===== config.mk =====
export PLATFORM = sky130hd
export DESIGN_NAME = write_preferring_rw_lock_arbiter_top
export DESIGN_NICKNAME = d
export VERILOG_FILES = /design/src/rtl/wprw_pkg.sv /design/src/rtl/wprw_queue.sv /design/src/rtl/write_preferring_rw_lock_arbiter_top.sv
export SDC_FILE = /design/constraint.sdc
export NUM_CORES = 1
export LEC_CHECK = 0
export ABC_AREA = 1
export BUFFER_PORTS_ARGS = -buffer_cell sky130_fd_sc_hd__buf_4
export CELL_PAD_IN_SITES_DETAIL_PLACEMENT = 1
export CELL_PAD_IN_SITES_GLOBAL_PLACEMENT = 2
export CORE_ASPECT_RATIO = 1.75
export CORE_MARGIN = 5
export CORE_UTILIZATION = 44
export DETAILED_ROUTE_END_ITERATION = 10
export PLACE_DENSITY = 0.95
export SLEW_MARGIN = 15
export SYNTH_ARGS = -nofsm -noshare
export SYNTH_HDL_FRONTEND = slang
export SYNTH_HIERARCHICAL = 1
export SYNTH_SLANG_ARGS = --single-unit

===== constraint.sdc =====
create_clock -name clk -period 4.9 [get_ports clk]
set_clock_uncertainty 0.1 [all_clocks]
set_input_delay 0.245 -clock clk [delete_from_list [all_inputs] [get_ports clk]]
set_output_delay 0.245 -clock clk [all_outputs]
set_load 0.02 [all_outputs]

===== src/rtl/wprw_pkg.sv =====
`default_nettype none

package wprw_pkg;

    localparam int TID_W = 6;
    localparam int KIND_W = 2;
    localparam int EVENT_W = 3;
    localparam int MAX_RESULTS = 16;
    localparam int BURST_W = $clog2(MAX_RESULTS + 1);

    localparam logic [KIND_W-1:0] KIND_ACQ_READ = 2'd0;
    localparam logic [KIND_W-1:0] KIND_REL_READ = 2'd1;
    localparam logic [KIND_W-1:0] KIND_ACQ_WRITE = 2'd2;
    localparam logic [KIND_W-1:0] KIND_REL_WRITE = 2'd3;

    localparam logic [EVENT_W-1:0] EV_GRANT_READ = 3'd0;
    localparam logic [EVENT_W-1:0] EV_GRANT_WRITE = 3'd1;
    localparam logic [EVENT_W-1:0] EV_QUEUED = 3'd2;
    localparam logic [EVENT_W-1:0] EV_RELEASED = 3'd3;
    localparam logic [EVENT_W-1:0] EV_FULL = 3'd4;
    localparam logic [EVENT_W-1:0] EV_ERROR = 3'd5;

    typedef struct packed {
        logic empty;
        logic full;
    } qstat_t;

endpackage

`default_nettype wire


===== src/rtl/wprw_queue.sv =====
`default_nettype none

module wprw_queue #(
    parameter int DEPTH = 16
) (
    input  wire logic                      clk,
    input  wire logic                      rst_n,
    input  wire logic                      push,
    input  wire logic                      pop,
    input  wire logic [wprw_pkg::TID_W-1:0] push_id,
    output logic [wprw_pkg::TID_W-1:0]      pop_id,
    output wprw_pkg::qstat_t                stat
);
    import wprw_pkg::*;

    localparam int AW = (DEPTH > 1) ? $clog2(DEPTH) : 1;
    localparam int CW = $clog2(DEPTH + 1);

    logic [TID_W-1:0] mem [0:DEPTH-1];
    logic [TID_W-1:0] pop_id_reg;
    logic [AW-1:0]    head_reg;
    logic [AW-1:0]    head_next;
    logic [CW-1:0]    count_reg;
    logic [CW-1:0]    count_next;
    logic [CW:0]      tail_sum;
    logic [CW:0]      tail_wrap;
    logic [AW-1:0]    tail;

    // tail is head plus count, folded once
    always_comb
    begin
        tail_sum = (CW + 1)'(head_reg) + (CW + 1)'(count_reg);
        if (tail_sum >= (CW + 1)'(DEPTH))
        begin
            tail_wrap = tail_sum - (CW + 1)'(DEPTH);
        end
        else
        begin
            tail_wrap = tail_sum;
        end
        tail = AW'(tail_wrap);
    end

    always_comb
    begin
        head_next = head_reg;
        count_next = count_reg;
        if (pop)
        begin
            if (head_reg == AW'(DEPTH - 1))
            begin
                head_next = '0;
            end
            else
            begin
                head_next = head_reg + AW'(1);
            end
        end
        case ({push, pop})
            2'b10:
            begin
                count_next = count_reg + CW'(1);
            end
            2'b01:
            begin
                count_next = count_reg - CW'(1);
            end
            default:
            begin
                count_next = count_reg;
            end
        endcase
    end

    always_ff @(posedge clk or negedge rst_n)
    begin
        if (!rst_n)
        begin
            head_reg <= '0;
            count_reg <= '0;
        end
        else
        begin
            head_reg <= head_next;
            count_reg <= count_next;
        end
    end

    always_ff @(posedge clk)
    begin
        if (push)
        begin
            mem[tail] <= push_id;
        end
        if (pop)
        begin
            pop_id_reg <= mem[head_reg];
        end
    end

    assign pop_id = pop_id_reg;
    assign stat.empty = (count_reg == '0);
    assign stat.full = (count_reg == CW'(DEPTH));

endmodule

`default_nettype wire


===== src/rtl/write_preferring_rw_lock_arbiter_top.sv =====
// Reader-writer lock arbiter with writer preference. Raise start with kind and thread_id
// while busy is low; every request answers with one or more words on event_res,
// granted_thread and last, each shown for a single cycle under strobe, and the receiver
// cannot stall them. Grants, queueing, plain releases and errors answer in the cycle after
// the request and busy stays low, so one request per cycle is taken. A hand-over to a
// waiting writer waits in ST_GRANT_W, with busy high, for the read of the writer queue
// memory. A write release that wakes waiting readers stays in ST_BURST, with busy high,
// giving one word per reader woken (at most MAX_RESULTS), paced by the single read port
// of the reader queue memory; the last word of the burst carries last.
`default_nettype none

module write_preferring_rw_lock_arbiter_top #(
    parameter int MAX_THREADS = 64,
    parameter int WRITER_QUEUE_DEPTH = 16,
    parameter int READER_QUEUE_DEPTH = 16
) (
    input  wire logic                        clk,
    input  wire logic                        rst_n,
    input  wire logic                        start,
    output logic                             busy,
    input  wire logic [wprw_pkg::KIND_W-1:0]  kind,
    input  wire logic [wprw_pkg::TID_W-1:0]   thread_id,
    output logic                             strobe,
    output logic [wprw_pkg::EVENT_W-1:0]      event_res,
    output logic [wprw_pkg::TID_W-1:0]        granted_thread,
    output logic                             last
);
    import wprw_pkg::*;

    localparam int RCW = $clog2(MAX_THREADS + 1);

    typedef enum logic [1:0] {
        ST_IDLE,
        ST_GRANT_W,
        ST_BURST
    } state_t;

    state_t             state_reg;
    state_t             state_next;
    logic [RCW-1:0]     rc_reg;
    logic [RCW-1:0]     rc_next;
    logic               wh_reg;
    logic               wh_next;
    logic [BURST_W-1:0] burst_n_reg;
    logic [BURST_W-1:0] burst_n_next;
    logic               strobe_reg;
    logic               strobe_next;
    logic [EVENT_W-1:0] event_reg;
    logic [EVENT_W-1:0] event_next;
    logic [TID_W-1:0]   thread_reg;
    logic [TID_W-1:0]   thread_next;
    logic               last_reg;
    logic               last_next;

    logic               w_push;
    logic               w_pop;
    logic               r_push;
    logic               r_pop;
    logic [TID_W-1:0]   w_pop_id;
    logic [TID_W-1:0]   r_pop_id;
    qstat_t             w_stat;
    qstat_t             r_stat;
    logic               burst_end;

    wprw_queue #(
        .DEPTH(WRITER_QUEUE_DEPTH)
    ) u_wq (
        .clk    (clk),
        .rst_n  (rst_n),
        .push   (w_push),
        .pop    (w_pop),
        .push_id(thread_id),
        .pop_id (w_pop_id),
        .stat   (w_stat)
    );

    wprw_queue #(
        .DEPTH(READER_QUEUE_DEPTH)
    ) u_rq (
        .clk    (clk),
        .rst_n  (rst_n),
        .push   (r_push),
        .pop    (r_pop),
        .push_id(thread_id),
        .pop_id (r_pop_id),
        .stat   (r_stat)
    );

    assign burst_end = r_stat.empty || (burst_n_reg == BURST_W'(MAX_RESULTS));

    always_comb
    begin
        state_next = state_reg;
        rc_next = rc_reg;
        wh_next = wh_reg;
        burst_n_next = burst_n_reg;
        strobe_next = 1'b0;
        event_next = event_reg;
        thread_next = thread_reg;
        last_next = last_reg;
        w_push = 1'b0;
        w_pop = 1'b0;
        r_push = 1'b0;
        r_pop = 1'b0;

        case (state_reg)
            ST_IDLE:
            begin
                if (start)
                begin
                    strobe_next = 1'b1;
                    last_next = 1'b1;
                    thread_next = '0;
                    case (kind)
                        KIND_ACQ_READ:
                        begin
                            if (!wh_reg && w_stat.empty)
                            begin
                                if (rc_reg == RCW'(MAX_THREADS))
                                begin
                                    event_next = EV_FULL;
                                end
                                else
                                begin
                                    rc_next = rc_reg + RCW'(1);
                                    event_next = EV_GRANT_READ;
                                    thread_next = thread_id;
                                end
                            end
                            else if (!r_stat.full)
                            begin
                                r_push = 1'b1;
                                event_next = EV_QUEUED;
                                thread_next = thread_id;
                            end
                            else
                            begin
                                event_next = EV_FULL;
                            end
                        end
                        KIND_REL_READ:
                        begin
                            if (rc_reg == '0)
                            begin
                                event_next = EV_ERROR;
                            end
                            else
                            begin
                                rc_next = rc_reg - RCW'(1);
                                if (rc_reg == RCW'(1) && !w_stat.empty)
                                begin
                                    // last reader out hands over to the oldest writer
                                    w_pop = 1'b1;
                                    wh_next = 1'b1;
                                    strobe_next = 1'b0;
                                    state_next = ST_GRANT_W;
                                end
                                else
                                begin
                                    event_next = EV_RELEASED;
                                end
                            end
                        end
                        KIND_ACQ_WRITE:
                        begin
                            if (!wh_reg && rc_reg == '0)
                            begin
                                wh_next = 1'b1;
                                event_next = EV_GRANT_WRITE;
                                thread_next = thread_id;
                            end
                            else if (!w_stat.full)
                            begin
                                w_push = 1'b1;
                                event_next = EV_QUEUED;
                                thread_next = thread_id;
                            end
                            else
                            begin
                                event_next = EV_FULL;
                            end
                        end
                        KIND_REL_WRITE:
                        begin
                            if (!wh_reg)
                            begin
                                event_next = EV_ERROR;
                            end
                            else if (!w_stat.empty)
                            begin
                                w_pop = 1'b1;
                                strobe_next = 1'b0;
                                state_next = ST_GRANT_W;
                            end
                            else if (r_stat.empty)
                            begin
                                wh_next = 1'b0;
                                event_next = EV_RELEASED;
                            end
                            else
                            begin
                                // wake waiting readers, one memory read per word
                                wh_next = 1'b0;
                                r_pop = 1'b1;
                                if (rc_reg != RCW'(MAX_THREADS))
                                begin
                                    rc_next = rc_reg + RCW'(1);
                                end
                                burst_n_next = BURST_W'(1);
                                strobe_next = 1'b0;
                                state_next = ST_BURST;
                            end
                        end
                        default:
                        begin
                            event_next = EV_ERROR;
                        end
                    endcase
                end
            end
            ST_GRANT_W:
            begin
                strobe_next = 1'b1;
                event_next = EV_GRANT_WRITE;
                thread_next = w_pop_id;
                last_next = 1'b1;
                state_next = ST_IDLE;
            end
            ST_BURST:
            begin
                strobe_next = 1'b1;
                event_next = EV_GRANT_READ;
                thread_next = r_pop_id;
                last_next = burst_end;
                if (burst_end)
                begin
                    state_next = ST_IDLE;
                end
                else
                begin
                    r_pop = 1'b1;
                    if (rc_reg != RCW'(MAX_THREADS))
                    begin
                        rc_next = rc_reg + RCW'(1);
                    end
                    burst_n_next = burst_n_reg + BURST_W'(1);
                end
            end
            default:
            begin
                state_next = ST_IDLE;
            end
        endcase
    end

    always_ff @(posedge clk or negedge rst_n)
    begin
        if (!rst_n)
        begin
            state_reg <= ST_IDLE;
            rc_reg <= '0;
            wh_reg <= 1'b0;
            burst_n_reg <= '0;
            strobe_reg <= 1'b0;
            event_reg <= '0;
            thread_reg <= '0;
            last_reg <= 1'b0;
        end
        else
        begin
            state_reg <= state_next;
            rc_reg <= rc_next;
            wh_reg <= wh_next;
            burst_n_reg <= burst_n_next;
            strobe_reg <= strobe_next;
            event_reg <= event_next;
            thread_reg <= thread_next;
            last_reg <= last_next;
        end
    end

    assign busy = (state_reg != ST_IDLE);
    assign strobe = strobe_reg;
    assign event_res = event_reg;
    assign granted_thread = thread_reg;
    assign last = last_reg;

endmodule

`default_nettype wire


==> run_results.csv <==
group,metric,value,unit
timing,fin_setup_tns,0,ns
clocking,cts.hold.buffers_added,1,
detailed_routing,dr.pass1.iters,4,
power,peakVddDrop,0.000323,V
layout,num_antenna_cells,0,
timing,slew_headroom,49.8,%
floorplanning,pin_count,23,
clocking,cts_root_buf,"clkbuf_16",
clocking,post_cts_buffers,0,
timing,hold_viol_final,0,
min_path,min_path_type,"input pin to flop",
timing,worst-slew-pin-transition,0.747,ns
logic_synthesis,yosysUniqueCellTypes,41,
clocking,cts.sinks,248,
worst_setup_path,critical_path_buf_inv_count,2,
layout,fin_nets,1396,
floorplanning,dieArea,31800,µm²
logic_synthesis,yosysWarnings,6,
global_routing,grt_pass1_vias,9447,
power,p_per_area,560,nW/µm²
timing,finalMaxSlewViolations,0,
worst_setup_path,cp_max_fo,6,
worst_setup_path,reg2reg_depth,16,
logic_synthesis,syn_area,12400,µm²
detailed_routing,wl,31900,µm
timing,rsz0062_at_grt,"no",
worst_setup_path,timing.rr.start,"u_wq/count_reg[0]",
run_status,outcome,"finished, final reports clean",
floorplanning,die_h,232,µm
logic_synthesis,yosys.cell_count.top_type,"nand2_1",
logic_synthesis,ys_seq_area_share,58.2,%
global_routing,grt_overflow,0,
worst_setup_path,r2r-end,"u_rq/count_reg[4]",
placement,dp_cells,1700,
clocking,clkLatencyLatePin,0.54,ns
layout,fin_cells,1749,
worst_setup_path,crit_path_frequent_cell,"nand2_1",
logic_synthesis,synth_edf_count,204,
worst_setup_path,crit_type,"flop to flop",
floorplanning,fp.dieW,137,µm
logic_synthesis,synth_common_cells,"330 x nand2_1, 229 x nand3_1, 222 x inv_1, 204 x edfxtp_1, 89 x nor2_1",
layout,area_growth,10.9,%
clocking,cts_inserted_buffers,26,
clocking,clock_path_buffers,3,
logic_synthesis,synth.area.top_cells,"edfxtp_1 49%, nand2_1 10%, nand3_1 9.2%, dfrtp_1 8.9%, inv_1 6.7%",
power,p_leak,0.00604,µW
min_path,holdCritStartpoint,"kind[0]",
worst_setup_path,crit_family,"simple AND/OR/NAND/NOR gates",
layout,nFillCells,3165,
logic_synthesis,synth_top_area_cell,"edfxtp_1",
worst_setup_path,crit_slowest_cell,"nor3_1",
min_path,holdPathEnd,"strobe",
detailed_routing,viasPerCell,5.11,
run,max-cap-violations,0,
detailed_routing,dr.first_iter.drc_count,493,
global_routing,grt.total_usage,20.6,%
timing,setup_violations,0,
detailed_routing,final_antenna_net_count,0,
detailed_routing,wl_per_cell,18.2,µm
layout,final_area,13800,µm²
global_routing,grt_antenna_before_repair,1,
logic_synthesis,synthArstFlopShare,17.7,%
logic_synthesis,syn_nets,1387,
layout,drive_gt1_share,7.99,%
floorplanning,core_area,27900,µm²
placement,io_buffer_count,22,
floorplanning,core.rowCount,81,
worst_setup_path,reg2reg_slack,1.48,ns
timing,min_period_over_period,69.9,%
timing,max_freq,292,MHz
placement,postPlaceCellArea,12800,µm²
global_routing,grt_max_degree,64,
logic_synthesis,synth_top_flop_cell,"edfxtp_1",
global_routing,grt_pass1_wl,50700,µm
clocking,htreeDepth,1,
logic_synthesis,synthCells,1347,
min_path,hold-path-cell-count,4,
clocking,clk_pin_slew,0.06,ns
worst_setup_path,cp_cell_sequence,"nor2_1 -> nand3_1 -> nor2_1 -> inv_2 -> nor2_1 -> or2_2 -> nor3_1 -> inv_1 -> ha_1 -> fa_1 -> nand2_1 -> nand2_1 -> nand3_1 -> nand2_1 -> nand2_1 -> nand2_1",
logic_synthesis,synth_top_cell_area_share,49.3,%
placement,gp_congestion,0.891,
clocking,cts_tree,"built",
clocking,cts_resized,0,
timing,fin_crit,3.42,ns
floorplanning,start_util,44.6,%
worst_setup_path,worst_path_largest_cell_delay,0.58,ns
worst_setup_path,critPathArrivalTime,3.76,ns
placement,dp_slack,1.54,ns
placement,dp_hpwl,21700,µm
worst_setup_path,end_kind,"flop",
logic_synthesis,syn_area_per_cell,9.22,µm²
timing,setup_ws,1.48,ns
detailed_routing,drcViolationCount,0,
logic_synthesis,synth-seq-cells,248,
worst_setup_path,crit_required,5.23,ns
worst_setup_path,critPathLaunchType,"flop",
detailed_routing,vias,8946,
-- layer usage --
| layer | GRT usage [%] | routed length [µm] | vias up |
|---|---|---|---|
| met2 | 40.7 | 18400 | 123 |
| li1 | - | - | 4345 |
| met3 | 2.41 | 1010 | 59 |
| met5 | 0 | 0 | - |
| met1 | 22.1 | 11600 | 4419 |
| met4 | 6.40 | 871 | 0 |
-- metrics by stage --
| step | hold slack (ns) | total power [µW] | util [%] |
|---|---|---|---|
| 2_1_floorplan | -0.151 | 4750 | - |
| 3_3_place_gp | 0.199 | 5470 | 45.9 |
| 3_5_place_dp | 0.217 | 5560 | 45.9 |
| 4_1_cts | 0.0208 | 7790 | 49.4 |
| 5_1_grt | 0.0584 | 8200 | 49.4 |
| 6_report | 0.0434 | 7710 | 49.4 |
-- worst max-delay path by stage --
stage | from | end | slack (ns) | cells past startpoint
after floorplan | u_wq/count_reg[1] | u_rq/count_reg[4] | 1.59 | 12
after global placement | u_wq/count_reg[1] | u_rq/count_reg[4] | 1.67 | 16
after detailed placement | u_wq/count_reg[0] | u_rq/count_reg[4] | 1.54 | 16
after CTS | u_wq/count_reg[0] | u_rq/count_reg[4] | 1.53 | 16
after global routing | u_wq/count_reg[1] | u_rq/count_reg[4] | 1.22 | 16
final | u_wq/count_reg[0] | u_rq/count_reg[4] | 1.48 | 16
-- worst reg2reg max path, delay by kind of cell, from the launching register on --
| family | cells | cell delay (ns) |
|---|---|---|
| flip-flops | 1 | 0.46 |
| buffers and inverters | 2 | 0.28 |
| AND/OR/NAND/NOR | 12 | 1.69 |
| adder cells (fa/ha/maj) | 2 | 0.80 |
-- cell type report --
cell class	count	area (µm²)	share of cell area (%)
well taps	373	467	3.39
repair buffers	30	228	1.65
flip-flops and latches	248	7230	52.5
clock inverters	18	277	2.01
inverters	242	908	6.60
multi-input cells	808	3980	28.9
clock buffers	30	687	4.99
-- cells by family after synthesis --
kind of cell	count (synthesis)	share of synthesized area [%]
AOI/OAI and AO/OA	57	2.52
adders and majority gates	29	3.16
buffers and inverters	291	9.82
DFF	248	58.2
xor gates and xnor gates	16	1.13
and+or+nand+nor	706	25.2
-- cells in the final DEF, fill, tap and decap left out, drive strengths merged, types with 2 or more instances in the layout --
cell,netlist,final
clkbuf,9,30
fa,4,4
buf,40,29
o21ai,28,28
clkinvlp,0,2
o211ai,3,3
nor2,98,98
nand4,8,8
xor2,7,7
a21oi,19,19
nor3,3,3
clkinv,2,10
nand2b,2,2
dfrtp,44,44
or2,28,28
ha,25,25
bufinv,0,7
inv,240,241
nand2,335,335
o22ai,2,2
xnor2,9,9
nand3,231,231
edfxtp,204,204
-- report_power, final --
part | switching (µW) | internal (µW)
Sequential | 232 | 2520
Combinational | 1910 | 847
Clock | 824 | 1380
Total | 2960 | 4740
(Power assumes the default switching activity.)
